==> src/hdl/bap_pkg.sv <==
// shared types and constants for the block average pixelation core
`default_nettype none

package bap_pkg;

   localparam int PIX_W      = 8;
   localparam int CHANNELS   = 3;
   localparam int POS_W      = 11;
   localparam int CSR_IDX_W  = 2;
   localparam int CSR_DATA_W = 12;
   localparam int BSZ_REG_W  = 7;
   localparam int DIM_REG_W  = 12;

   localparam logic [CSR_IDX_W-1:0] REG_BLOCK_SIZE   = 2'd0;
   localparam logic [CSR_IDX_W-1:0] REG_IMAGE_WIDTH  = 2'd1;
   localparam logic [CSR_IDX_W-1:0] REG_IMAGE_HEIGHT = 2'd2;

   localparam int CH_RED   = 0;
   localparam int CH_GREEN = 1;
   localparam int CH_BLUE  = 2;

   typedef struct packed {
      logic [POS_W-1:0] block_column;
      logic [POS_W-1:0] block_row;
      logic             frame_end;
   } blk_info_type;

endpackage

`default_nettype wire

==> src/hdl/bap_div.sv <==
// pipelined restoring divider, one quotient bit per stage for all channels
`default_nettype none

module bap_div #(
   parameter int MAX_BLOCK = 64
) (
   input  wire logic                                          clock,
   input  wire logic                                          reset,
   input  wire logic                                          in_valid,
   output logic                                               in_ready,
   input  wire logic [$clog2(MAX_BLOCK*MAX_BLOCK+1)-1:0]      in_cnt,
   input  wire bap_pkg::blk_info_type                         in_info,
   input  wire logic [bap_pkg::CHANNELS-1:0]
                     [bap_pkg::PIX_W+$clog2(MAX_BLOCK*MAX_BLOCK+1)-1:0] in_sum,
   output logic                                               out_valid,
   input  wire logic                                          out_ready,
   output bap_pkg::blk_info_type                              out_info,
   output logic [bap_pkg::CHANNELS-1:0][bap_pkg::PIX_W-1:0]   out_mean
);

   localparam int CW  = $clog2(MAX_BLOCK * MAX_BLOCK + 1);
   localparam int SW  = bap_pkg::PIX_W + CW;
   localparam int NST = bap_pkg::PIX_W;

   logic [NST-1:0]                                    v_ff;
   logic [NST:0]                                      rdy;
   logic [CW-1:0]                                     cnt_ff  [NST];
   bap_pkg::blk_info_type                             info_ff [NST];
   logic [bap_pkg::CHANNELS-1:0][SW-1:0]              rem_ff  [NST];
   logic [bap_pkg::CHANNELS-1:0][bap_pkg::PIX_W-1:0]  q_ff    [NST];

   assign rdy[NST]  = out_ready;
   assign in_ready  = rdy[0];
   assign out_valid = v_ff[NST-1];
   assign out_info  = info_ff[NST-1];
   assign out_mean  = q_ff[NST-1];

   for (genvar s = 0; s < NST; s++) begin : g_stage
      logic                                             v_src;
      logic [CW-1:0]                                    c_src;
      bap_pkg::blk_info_type                            i_src;
      logic [bap_pkg::CHANNELS-1:0][SW-1:0]             r_src, r_in;
      logic [bap_pkg::CHANNELS-1:0][bap_pkg::PIX_W-1:0] q_src, q_in;
      logic [SW-1:0]                                    trial;

      if (s == 0) begin : g_head
         assign v_src = in_valid;
         assign c_src = in_cnt;
         assign i_src = in_info;
         assign r_src = in_sum;
         assign q_src = '0;
      end else begin : g_body
         assign v_src = v_ff[s-1];
         assign c_src = cnt_ff[s-1];
         assign i_src = info_ff[s-1];
         assign r_src = rem_ff[s-1];
         assign q_src = q_ff[s-1];
      end

      assign rdy[s] = !v_ff[s] || rdy[s+1];
      assign trial  = SW'(c_src) << (NST - 1 - s);

      always_comb begin
         r_in = r_src;
         q_in = q_src;
         for (int ch = 0; ch < bap_pkg::CHANNELS; ch++) begin
            if (r_src[ch] >= trial) begin
               r_in[ch]             = r_src[ch] - trial;
               q_in[ch][NST-1-s]    = 1'b1;
            end
         end
      end

      always_ff @(posedge clock) begin
         if (reset) begin
            v_ff[s] <= 1'b0;
         end else if (rdy[s]) begin
            v_ff[s] <= v_src;
         end
      end

      always_ff @(posedge clock) begin
         if (rdy[s] && v_src) begin
            cnt_ff[s]  <= c_src;
            info_ff[s] <= i_src;
            rem_ff[s]  <= r_in;
            q_ff[s]    <= q_in;
         end
      end
   end

endmodule

`default_nettype wire

==> config.mk <==
export PLATFORM = sky130hd
export DESIGN_NAME = bap_div
export DESIGN_NICKNAME = d
export VERILOG_FILES = /design/src/hdl/bap_pkg.sv /design/src/hdl/bap_div.sv
export SDC_FILE = /design/constraint.sdc
export NUM_CORES = 1
export LEC_CHECK = 0
export BUFFER_PORTS_ARGS = -buffer_cell sky130_fd_sc_hd__clkbuf_2
export CORE_MARGIN = 2
export CORE_UTILIZATION = 35
export CTS_BUF_LIST = sky130_fd_sc_hd__clkbuf_8
export DETAILED_ROUTE_END_ITERATION = 6
export GPL_TIMING_DRIVEN = 1
export PLACE_DENSITY = 0.58
export SLEW_MARGIN = 20
export SYNTH_ARGS = -nofsm -noshare
export SYNTH_HDL_FRONTEND = slang
export SYNTH_SLANG_ARGS = --single-unit
==> constraint.sdc <==
create_clock -name clock -period 22.7 [get_ports clock]
set_input_delay 1.135 -clock clock [delete_from_list [all_inputs] [get_ports clock]]
set_output_delay 1.135 -clock clock [all_outputs]
set_load 0.01 [all_outputs]
==> summary.txt <==
Run status
  – Run status: complete, no violations

Timing
  – Least-Margin Pin Slew: 1060 ps
  – Share of the clock period used by the worst path after layout: 18.2%
  – RSZ-0062 raised after global routing: false
  – Final Max Tran Viols: 0
  – Time the worst path needs with I/O delays and setup: 4140 ps
  – # setup viols final: 0
  – Final sum of negative setup slack: 0 ps
  – Highest achievable clock rate: 242 MHz
  – Hold Fails Final Rpt: 0
  – Max-slew headroom at the worst pin: 29.0%
  – Worst Skew: between 40 and 50 ps

Yosys
  – Sequential cell area fraction in the yosys report: 56.6%
  – Avg Synthesized Cell Area: 12.1 um^2
  – Commonest cells in the netlist: sky130_fd_sc_hd__edfxtp_1, sky130_fd_sc_hd__ha_1, sky130_fd_sc_hd__a21oi_1
  – Share of async-settable or async-resettable flops after synthesis: 0%
  – Largest family of logic cells by synthesized area: compound AO/OA/AOI/OAI gates
  – #FFs+latches synth: roughly 830
  – Most common flop cell mapped by yosys: sky130_fd_sc_hd__edfxtp_1
  – Share of synthesized cell area in and, or, nand and nor gates: 10.6%
  – Most instantiated library cell after synthesis: sky130_fd_sc_hd__edfxtp_1
  – Post-synthesis share of cell area spent on xor and xnor gates: 5.05%
  – Number of synthesized flops with an enable pin: between 800 and 900
  – Post-synthesis share of cell area spent on full adders, half adders and majority gates: under 10%
  – Share of the synthesized area in compound gates (AO/OA/AOI/OAI): 13.4%
  – Mapped Nets: 4076
  – Synth warn: 0
  – Mux share of post-synthesis cell area: 1.98%
  – Count of different cell masters after synthesis: 85
  – Synthesized instance count: approximately 3600
  – Largest area contributor in the synthesized netlist: sky130_fd_sc_hd__edfxtp_1
  – Area share of the leading cell type in the synthesized netlist: around 56%
  – Cell types occupying the most area after synthesis: sky130_fd_sc_hd__edfxtp_1, sky130_fd_sc_hd__ha_1, sky130_fd_sc_hd__a21oi_1
  – Cell area after synthesis: 44000 um^2

Critical path
  – Launching element type of the critical path: input pin
  – Crit path arrival time: 3000 ps
  – Crit-path cells: clkbuf_2 > nor2b_1 > and2_1 > and3_1 > nand3_1 > inv_1 > nand3_1 > clkbuf_2
  – Cell type of the slowest stage on the worst timing path: sky130_fd_sc_hd__and3_1
  – Largest fanout on the critical path: 5
  – Family with the most delay on the worst path: simple AND/OR/NAND/NOR gates
  – Classification of the worst setup path: in2out
  – CP Buf/Inv Count: 3
  – Slowest Stage Delay on Critical Path: roughly 390 ps
  – Endpoint kind of the worst setup timing path: output port
  – Required time at the endpoint of the critical path: about 22000 ps

Die
  – Number of top-level pins: between 150 and 200
  – Standard-cell rows: 130
  – Full die area: 129000 um^2
  – Die Width: 359 um
  – Chip Height: 359 um
  – Core area: 125000 um^2
  – Initial core utilization: 35.1%

Power and ir drop
  – Static power due to leakage: roughly 18 nW
  – Largest vdd supply drop: 0.0445 mV
  – Ratio of total power to cell area: approximately 75 nW/um^2

Placed design
  – Weighted congestion reported at the end of routability-driven placement: just under 0.9
  – Placed wire-length estimate after detailed placement: approximately 77 mm
  – Count of input and output buffers: 151
  – Placement-stage cell area: 46800 um^2

Drt
  – Count of unresolved DRC violations after routing: 0
  – Per-cell via count in the routed design: approximately 5.0
  – Routed WL: between 100 and 150 mm
  – Average wire per cell in the routed design: 17.8 um
  – Remaining antenna violation count: 0
  – First-pass iteration count of the detailed router: 5
  – Via count of the routed design: 28100
  – Drt first-iter violations: 1669

Clock network
  – Number of hold buffers added after CTS: 0
  – TritonCTS clock tree: yes
  – Sink count of the clock tree: 832
  – Number of buffers added by the clock tree synthesis step: 150
  – H-tree level count: 4
  – Root buffer cell: sky130_fd_sc_hd__clkbuf_8
  – Post-CTS Setup Inserts: 0
  – Number of buffers on the longest clock path: 3
  – Clock transition at the registers of the reported paths: ~60 ps
  – Post_cts resized: 0
  – Worst-Skew Late Latency: between 800 and 900 ps

Finish
  – Count of nets after finishing: 4330
  – Post-layout instance area: 49800 um^2
  – Area growth, synth to finish: 13.1%
  – Share of layout cells above drive strength 1: between 10% and 20%

Global routing
  – Pin count of the biggest net entering global routing: 81
  – GRT overflow: 0
  – Number of global-route vias before repair: 27700
  – Global-route usage over all layers: between 10% and 20%
  – First-pass GRT wire length: ~160 mm
  – Antenna violations before repair: 1

Min path
  – Hold Path Class: reg2reg

Run
  – Max-Cap Viols: 0
==> where the power goes <==
part | total, mW | leakage, nW | switching (mW) | internal [mW]
sequential | 1.83 | 7.52 | 0.0441 | 1.78
clock | 1.37 | 1.67 | 0.627 | 0.744
combinational | 0.549 | 9.23 | 0.313 | 0.237
==> state kept, by name, indices dropped and copies added (netlist names) <==
name and count:
g_stage.v_src 7, q_ff 108, out_valid 1, rem_ff 441
cnt_ff 91, info_ff 184
==> routing by layer <==
metal | vias to the layer above | wire length [um] | track usage (%)
met5 | - | 0 | 0
met4 | 0 | 4060 | 7.08
met3 | 190 | 4090 | 2.55
met2 | 652 | 47200 | 25.7
met1 | 13000 | 45300 | 20.2
li1 | 14300 | - | -
==> layout make-up <==
type | instances | area [um^2]
diodes | 1 | 2.50
repair buffers | 173 | 933
clock inverters | 119 | 836
flip-flops and latches | 832 | 24900
multi-input cells | 2522 | 18100
well taps | 1650 | 2060
clock buffers | 152 | 2090
inverters | 215 | 807
fillers | 12000 | 75500
==> through the flow <==
| stage | utilization (%) | hold WS [ps] | std cells | total power [mW] | setup slack, ps |
|---|---|---|---|---|---|
| after floorplan | - | 400 | 3640 | 2.26 | 12080 |
| after global placement | 37.4 | 401 | 5391 | 2.40 | 18380 |
| after detailed placement | 37.4 | 405 | 5391 | 2.40 | 18350 |
| after CTS | 39.7 | 393 | 5662 | 3.80 | 18480 |
| after global routing | 39.7 | 408 | 5664 | 3.94 | 18310 |
| final | 39.7 | 407 | 5664 | 3.75 | 18560 |
==> path summary, 6_finish.rpt <==
kind	slack, ps	from	depth (start not counted)	endpoint
max	18560	out_ready	8	in_ready
min reg2reg	410	q_ff[0][92]	0	q_ff[1][20]
max reg2reg	18690	cnt_ff[4][1]	10	rem_ff[5][41]
min	410	q_ff[0][92]	0	q_ff[1][20]
==> cell usage in the layout (no fill, tap or decap), types with 43 or more instances in the layout <==
| cell | netlist | layout |
|---|---|---|
| sky130_fd_sc_hd__edfxtp_1 | 824 | 824 |
| sky130_fd_sc_hd__ha_1 | 312 | 312 |
| sky130_fd_sc_hd__inv_1 | 213 | 265 |
| sky130_fd_sc_hd__a21oi_1 | 244 | 241 |
| sky130_fd_sc_hd__nand2_1 | 239 | 239 |
| sky130_fd_sc_hd__o21ai_0 | 239 | 239 |
| sky130_fd_sc_hd__nor2_1 | 231 | 230 |
| sky130_fd_sc_hd__clkbuf_8 | 0 | 152 |
| sky130_fd_sc_hd__clkbuf_2 | 1 | 151 |
| sky130_fd_sc_hd__xnor2_1 | 130 | 130 |
| sky130_fd_sc_hd__xor2_1 | 124 | 124 |
| sky130_fd_sc_hd__a21o_1 | 83 | 83 |
| sky130_fd_sc_hd__nor3_1 | 69 | 68 |
| sky130_fd_sc_hd__o21a_1 | 68 | 68 |
| sky130_fd_sc_hd__mux2_2 | 65 | 65 |
| sky130_fd_sc_hd__nand3_1 | 63 | 63 |
| sky130_fd_sc_hd__nor2b_1 | 58 | 55 |
| sky130_fd_sc_hd__nand2b_1 | 43 | 43 |
==> logic make-up (layout without fill, tap and decap cells) <==
family / after synthesis / count (layout)
and+or+nand+nor: 931 / 931
AOI/OAI and AO/OA: 925 / 925
DFF: 832 / 832
adders and majority gates: 333 / 333
buffers and inverters: 286 / 659
xor gates and xnor gates: 254 / 254
muxes: 79 / 79
other: 0 / 1
No activity file was read; power rests on OpenSTA's default activity.
