<file path="src/hdl/bap_pkg.sv">
// shared types and constants for the block average pixelation core
`default_nettype none

package bap_pkg;

   localparam int PIX_W      = 8;
   localparam int CHANNELS   = 3;
   localparam int POS_W      = 11;
   localparam int CSR_IDX_W  = 2;
   localparam int CSR_DATA_W = 12;
   localparam int BSZ_REG_W  = 7;
   localparam int DIM_REG_W  = 12;

   localparam logic [CSR_IDX_W-1:0] REG_BLOCK_SIZE   = 2'd0;
   localparam logic [CSR_IDX_W-1:0] REG_IMAGE_WIDTH  = 2'd1;
   localparam logic [CSR_IDX_W-1:0] REG_IMAGE_HEIGHT = 2'd2;

   localparam int CH_RED   = 0;
   localparam int CH_GREEN = 1;
   localparam int CH_BLUE  = 2;

   typedef struct packed {
      logic [POS_W-1:0] block_column;
      logic [POS_W-1:0] block_row;
      logic             frame_end;
   } blk_info_type;

endpackage

`default_nettype wire

</file>
<file path="src/hdl/bap_raster.sv">
// configuration registers and raster position counters
`default_nettype none

module bap_raster #(
   parameter int MAX_WIDTH  = 2048,
   parameter int MAX_HEIGHT = 2048,
   parameter int MAX_BLOCK  = 64
) (
   input  wire logic                                   clock,
   input  wire logic                                   reset,
   input  wire logic                                   csr_wr_en,
   input  wire logic [bap_pkg::CSR_IDX_W-1:0]          csr_index,
   input  wire logic [bap_pkg::CSR_DATA_W-1:0]         csr_data,
   input  wire logic                                   pix_accept,
   output logic [$clog2(MAX_WIDTH)-1:0]                pix_idx,
   output logic                                        pix_first,
   output logic                                        pix_last,
   output logic [$clog2(MAX_BLOCK*MAX_BLOCK+1)-1:0]    pix_cnt,
   output bap_pkg::blk_info_type                       pix_info
);

   localparam int CIBW = $clog2(MAX_BLOCK);
   localparam int BSW  = $clog2(MAX_BLOCK + 1);
   localparam int PCW  = $clog2(MAX_WIDTH);
   localparam int WW   = $clog2(MAX_WIDTH + 1);
   localparam int PRW  = $clog2(MAX_HEIGHT);
   localparam int HHW  = $clog2(MAX_HEIGHT + 1);
   localparam int CW   = $clog2(MAX_BLOCK * MAX_BLOCK + 1);

   logic [bap_pkg::BSZ_REG_W-1:0] bsz_ff, bsz_in;
   logic [bap_pkg::DIM_REG_W-1:0] wid_ff, wid_in;
   logic [bap_pkg::DIM_REG_W-1:0] hgt_ff, hgt_in;
   logic                          restart;

   logic [PCW-1:0]  pc_ff, pc_in;
   logic [PRW-1:0]  pr_ff, pr_in;
   logic [CIBW-1:0] cib_ff, cib_in;
   logic [CIBW-1:0] rib_ff, rib_in;
   logic [PCW-1:0]  bc_ff, bc_in;
   logic [PRW-1:0]  br_ff, br_in;

   logic [BSW-1:0] bs;
   logic [WW-1:0]  w;
   logic [HHW-1:0] h;
   logic [BSW-1:0] cib_p1, rib_p1;
   logic [WW-1:0]  pc_p1;
   logic [HHW-1:0] pr_p1;
   logic           col_blk_end, row_blk_end, line_end, last_line, frame_end;

   // effective sizes: zero acts as one, large values saturate
   always_comb begin
      if (bsz_ff == '0) begin
         bs = BSW'(1);
      end else if (32'(bsz_ff) > MAX_BLOCK) begin
         bs = BSW'(MAX_BLOCK);
      end else begin
         bs = BSW'(bsz_ff);
      end
      if (wid_ff == '0) begin
         w = WW'(1);
      end else if (32'(wid_ff) > MAX_WIDTH) begin
         w = WW'(MAX_WIDTH);
      end else begin
         w = WW'(wid_ff);
      end
      if (hgt_ff == '0) begin
         h = HHW'(1);
      end else if (32'(hgt_ff) > MAX_HEIGHT) begin
         h = HHW'(MAX_HEIGHT);
      end else begin
         h = HHW'(hgt_ff);
      end
   end

   assign cib_p1      = BSW'(cib_ff) + BSW'(1);
   assign rib_p1      = BSW'(rib_ff) + BSW'(1);
   assign pc_p1       = WW'(pc_ff) + WW'(1);
   assign pr_p1       = HHW'(pr_ff) + HHW'(1);
   assign col_blk_end = cib_p1 >= bs;
   assign row_blk_end = rib_p1 >= bs;
   assign line_end    = pc_p1 >= w;
   assign last_line   = pr_p1 >= h;
   assign frame_end   = line_end && last_line;

   assign pix_idx   = bc_ff;
   assign pix_first = (cib_ff == '0) && (rib_ff == '0);
   assign pix_last  = (col_blk_end || line_end) && (row_blk_end || last_line);
   assign pix_cnt   = CW'(cib_p1) * CW'(rib_p1);

   assign pix_info.block_column = bap_pkg::POS_W'(bc_ff);
   assign pix_info.block_row    = bap_pkg::POS_W'(br_ff);
   assign pix_info.frame_end    = frame_end;

   always_comb begin
      bsz_in  = bsz_ff;
      wid_in  = wid_ff;
      hgt_in  = hgt_ff;
      restart = 1'b0;
      if (csr_wr_en) begin
         case (csr_index)
            bap_pkg::REG_BLOCK_SIZE: begin
               bsz_in  = csr_data[bap_pkg::BSZ_REG_W-1:0];
               restart = 1'b1;
            end
            bap_pkg::REG_IMAGE_WIDTH: begin
               wid_in  = csr_data;
               restart = 1'b1;
            end
            bap_pkg::REG_IMAGE_HEIGHT: begin
               hgt_in  = csr_data;
               restart = 1'b1;
            end
            default: begin
               restart = 1'b0;
            end
         endcase
      end
   end

   always_comb begin
      pc_in  = pc_ff;
      pr_in  = pr_ff;
      cib_in = cib_ff;
      rib_in = rib_ff;
      bc_in  = bc_ff;
      br_in  = br_ff;
      if (restart || (pix_accept && frame_end)) begin
         pc_in  = '0;
         pr_in  = '0;
         cib_in = '0;
         rib_in = '0;
         bc_in  = '0;
         br_in  = '0;
      end else if (pix_accept) begin
         if (line_end) begin
            pc_in  = '0;
            cib_in = '0;
            bc_in  = '0;
            pr_in  = PRW'(pr_p1);
            if (row_blk_end) begin
               rib_in = '0;
               br_in  = br_ff + PRW'(1);
            end else begin
               rib_in = CIBW'(rib_p1);
            end
         end else begin
            pc_in = PCW'(pc_p1);
            if (col_blk_end) begin
               cib_in = '0;
               bc_in  = bc_ff + PCW'(1);
            end else begin
               cib_in = CIBW'(cib_p1);
            end
         end
      end
   end

   always_ff @(posedge clock) begin
      if (reset) begin
         bsz_ff <= bap_pkg::BSZ_REG_W'(8);
         wid_ff <= bap_pkg::DIM_REG_W'(640);
         hgt_ff <= bap_pkg::DIM_REG_W'(480);
         pc_ff  <= '0;
         pr_ff  <= '0;
         cib_ff <= '0;
         rib_ff <= '0;
         bc_ff  <= '0;
         br_ff  <= '0;
      end else begin
         bsz_ff <= bsz_in;
         wid_ff <= wid_in;
         hgt_ff <= hgt_in;
         pc_ff  <= pc_in;
         pr_ff  <= pr_in;
         cib_ff <= cib_in;
         rib_ff <= rib_in;
         bc_ff  <= bc_in;
         br_ff  <= br_in;
      end
   end

endmodule

`default_nettype wire

</file>
<file path="config.mk">
export PLATFORM = sky130hd
export DESIGN_NAME = bap_raster
export DESIGN_NICKNAME = d
export VERILOG_FILES = /design/src/hdl/bap_pkg.sv /design/src/hdl/bap_raster.sv
export SDC_FILE = /design/constraint.sdc
export NUM_CORES = 1
export LEC_CHECK = 0
export ABC_AREA = 1
export BUFFER_PORTS_ARGS = -buffer_cell sky130_fd_sc_hd__buf_2
export CAP_MARGIN = 10
export CELL_PAD_IN_SITES_DETAIL_PLACEMENT = 0
export CELL_PAD_IN_SITES_GLOBAL_PLACEMENT = 1
export CORE_UTILIZATION = 35
export DETAILED_ROUTE_END_ITERATION = 7
export GPL_ROUTABILITY_DRIVEN = 0
export PLACE_DENSITY_LB_ADDON = 0.1
export SKIP_CTS_REPAIR_TIMING = 1
export SYNTH_ARGS = -nofsm -noshare
export SYNTH_HDL_FRONTEND = slang
export SYNTH_SLANG_ARGS = --single-unit
</file>
<file path="constraint.sdc">
create_clock -name clock -period 15.85 [get_ports clock]
set_clock_uncertainty 0.2 [all_clocks]
set_input_delay 3.17 -clock clock [delete_from_list [all_inputs] [get_ports clock]]
set_output_delay 3.17 -clock clock [all_outputs]
set_load 0.03 [all_outputs]
</file>
==> results summary <==
The maximum count of clock buffers along a single path is 2. The biggest area contributor in the post-synthesis netlist is sky130_fd_sc_hd__dfxtp_1. The share of synthesized registers carrying an async set or reset is 0.

The count of flip-flops with a built-in enable after synthesis is 0. Total power for the finished layout comes to 0.000490 W. The area growth from synthesis to layout came out at 9.20%. The die area came out at 20700 um2.

After clock tree synthesis, the clock-pin slew on the worst setup and hold paths is 0.07 ns. The synthesized area came out at 7050 um2. The number of hold violations in the final report is 0. The port buffer count is 66. The setup path with the least slack is of type flop to primary output. The most used flip-flop cell after synthesis is sky130_fd_sc_hd__dfxtp_1.

The worst-case IR drop observed on VDD is 0.0000488 V. The post-route antenna net violation count is 0. The dominant delay contributor by cell family on the critical path is adder cells.

The initial antenna violation count came out at 0. In this run the count of I/O pins placed on the die edge is 67. The required time of the critical path came out at 12.48 ns. The largest net degree at the start of global routing is 57. The total congestion overflow after global routing came out at 0. The max-slew headroom at the worst pin is 0.459. The root buffer cell is sky130_fd_sc_hd__clkbuf_16. For the finished layout, the period the worst path requires is 8.83 ns. The chip width is 144 um.

The detailed-route DRC error count came out at 0. Counting stages on the worst path, the most repeated cell is sky130_fd_sc_hd__fa_1. The kind of end point of the critical path is a primary output.

The proportion of netlist area held by the largest area contributor is 0.247. The data arrival time of the critical path came out at 5.46 ns. In this run the worst hold path is classified as flop to flop.

The max-slew violation count came out at 0. Dividing the detail-routed wire length by the instance count gives 13.7 um. Detailed placement ended at an HPWL of 13600 um. For the final routed database, the setup TNS stands at 0 ns. The number of sinks on the clock net is 87. Based on the critical path, the design can be clocked at up to 113 MHz.

The average vias per placed instance is 4.74. The post-route core utilization came out at 0.393. STA classifies the critical path startpoint as a flop. Setup repair after global routing left no endpoint under its margin. The actual slew at the worst max-slew pin came out at 0.810 ns. The final hold slack is 0.261 ns.

The die is 144 um tall. The leakage power came out at 3.66 nW. The starting utilization of the core area is 0.360. The number of nets in the synthesized netlist came out at 1103.

The first global-routing pass estimated 29000 um of wire. The wire length reported by the detailed router came out at 17700 um. The core outline area is 19600 um2.

TritonCTS built the clock tree. The number of maximum-capacitance constraint violations is 0. The run finished with clean final reports. The number of distinct library cell variants in the gate-level netlist after synthesis is 41. The overall fraction of global-route tracks in use is 0.180. The cell count after placement came out at 1279. In this run the worst path has a maximum fanout of 13. The detailed router's first-iteration violation count is 241. The number of clock buffers inserted by TritonCTS is 9.

Walking the worst path, the cells encountered are ha_1 > nand4_1 > nor2_1 > nand2_1 > fa_1 > fa_1 > inv_1 > fa_1 > fa_1 > ha_1 > nand2_1 > o21ai_0 > a21oi_1 > o21ai_0 > xor2_1 > buf_2. The commonest non-fill, non-tap cell in the layout is sky130_fd_sc_hd__nand2_1. The finished layout holds 1295 standard cells, fillers aside. The number of H-tree branching levels is 3. Power spread over the standard cell area amounts to 63.7 nW/um2. The post-layout net count is 1141. The total via count in the routed design is 6140. The detailed-router iteration count before antenna repair is 6. The later pin in the worst-skew pair is clocked with a latency of 0.35 ns. On the critical path, the stage with the largest delay is an instance of sky130_fd_sc_hd__dfxtp_1. For this run, the number of Yosys warnings is 0. The top cell types in the final layout, fill and taps aside, are sky130_fd_sc_hd__nand2_1, sky130_fd_sc_hd__nor2_1, sky130_fd_sc_hd__inv_1, sky130_fd_sc_hd__dfxtp_1, sky130_fd_sc_hd__ha_1. The number of register bits inferred by synthesis came out at 87. The synthesized area per cell came out at 7.14 um2. Dividing the final minimum period by the clock period gives 0.557. After synthesis, the cell types taking the most area are sky130_fd_sc_hd__dfxtp_1, sky130_fd_sc_hd__ha_1, sky130_fd_sc_hd__nand2_1. The number of diodes added for antenna fixing came out at 0. Counting every instance in the synthesized netlist gives 987. The setup violation total in the final timing report is 0.

The longest individual stage delay on the worst path is 0.63 ns. The number of global-route vias before repair came out at 5658. The number of placement rows came out at 51. Of the cells placed in the final design, the portion with a size suffix greater than 1 is 0.119. Of the synthesized area, sequential elements account for 0.247. Together, buffers and inverters on the worst path number 2.
## logic make-up (layout without fill, tap and decap cells)
group | Yosys count | count (layout) | share of synthesized area
flip-flops | 87 | 87 | 0.247
AO/OA/AOI/OAI | 128 | 128 | 0.102
buffers and inverters | 149 | 192 | 0.102
adder cells (fa/ha/maj) | 98 | 98 | 0.199
XOR/XNOR | 43 | 43 | 0.0535
AND/OR/NAND/NOR | 482 | 482 | 0.298
## Yosys cell counts, drive strengths merged (11+ instances only)
cell type  number
a21oi          78
xor2           31
nand4          21
ha             75
inv           108
o21ai          36
nor3           11
nand3          52
xnor2          12
nand2         242
dfxtp          87
buf            31
fa             23
nor2          146
## power breakdown
part / total [W] / internal [W] / switching [W]
registers: 0.000228 / 0.000223 / 0.00000487
logic: 0.0000525 / 0.0000156 / 0.0000369
clock network: 0.000209 / 0.000109 / 0.000101
total: 0.000490 / 0.000347 / 0.000142
## layer usage
| metal | GRT usage | vias to the layer above | share of wire |
|---|---|---|---|
| met5 | 0 | - | 0 |
| met4 | 0.0398 | 0 | 0.0077 |
| met3 | 0.0270 | 10 | 0.029 |
| met2 | 0.271 | 90 | 0.42 |
| met1 | 0.266 | 2797 | 0.55 |
| li1 | - | 3243 | - |
## state kept, by name, summed over array words and instances (netlist names), 7 cells and up
| register | count |
|---|---|
| pix_idx | 11 |
| hgt_ff | 12 |
| wid_ff | 12 |
| pc_ff | 11 |
| bsz_ff | 7 |
| br_ff | 11 |
| pr_ff | 11 |
## worst min-delay path: stages (launching register included)
cell and delay [ns]:
sky130_fd_sc_hd__dfxtp_1 0.31, sky130_fd_sc_hd__nand2_1 0.06, sky130_fd_sc_hd__a21oi_1 0.05
## layout make-up
class,instances,area [um2]
multi-input combinational,751,4590
inverter,109,409
clock inverter,7,57.6
clock buffer,9,225
timing repair buffer,67,338
fill,2145,11900
sequential,87,1740
tap,265,332
## through the flow
stage	worst slack [ns]	instance area, um2
after floorplan	7.88	7050
after global placement	7.51	7410
after detailed placement	7.41	7410
after CTS	6.98	7690
after global routing	6.56	7690
final	7.02	7690
## worst paths after layout
kind | startpoint | to | slack [ns] | cells after the start
hold / removal | pr_ff[10] | pr_ff[10] | 0.26 | 2
setup / recovery | rib_ff[0] | pix_cnt[10] | 7.02 | 16
setup reg to reg | pc_ff[0] | br_ff[0] | 11.24 | 22
hold reg to reg | pr_ff[10] | pr_ff[10] | 0.26 | 2
Power figures use the tool's default switching activity.
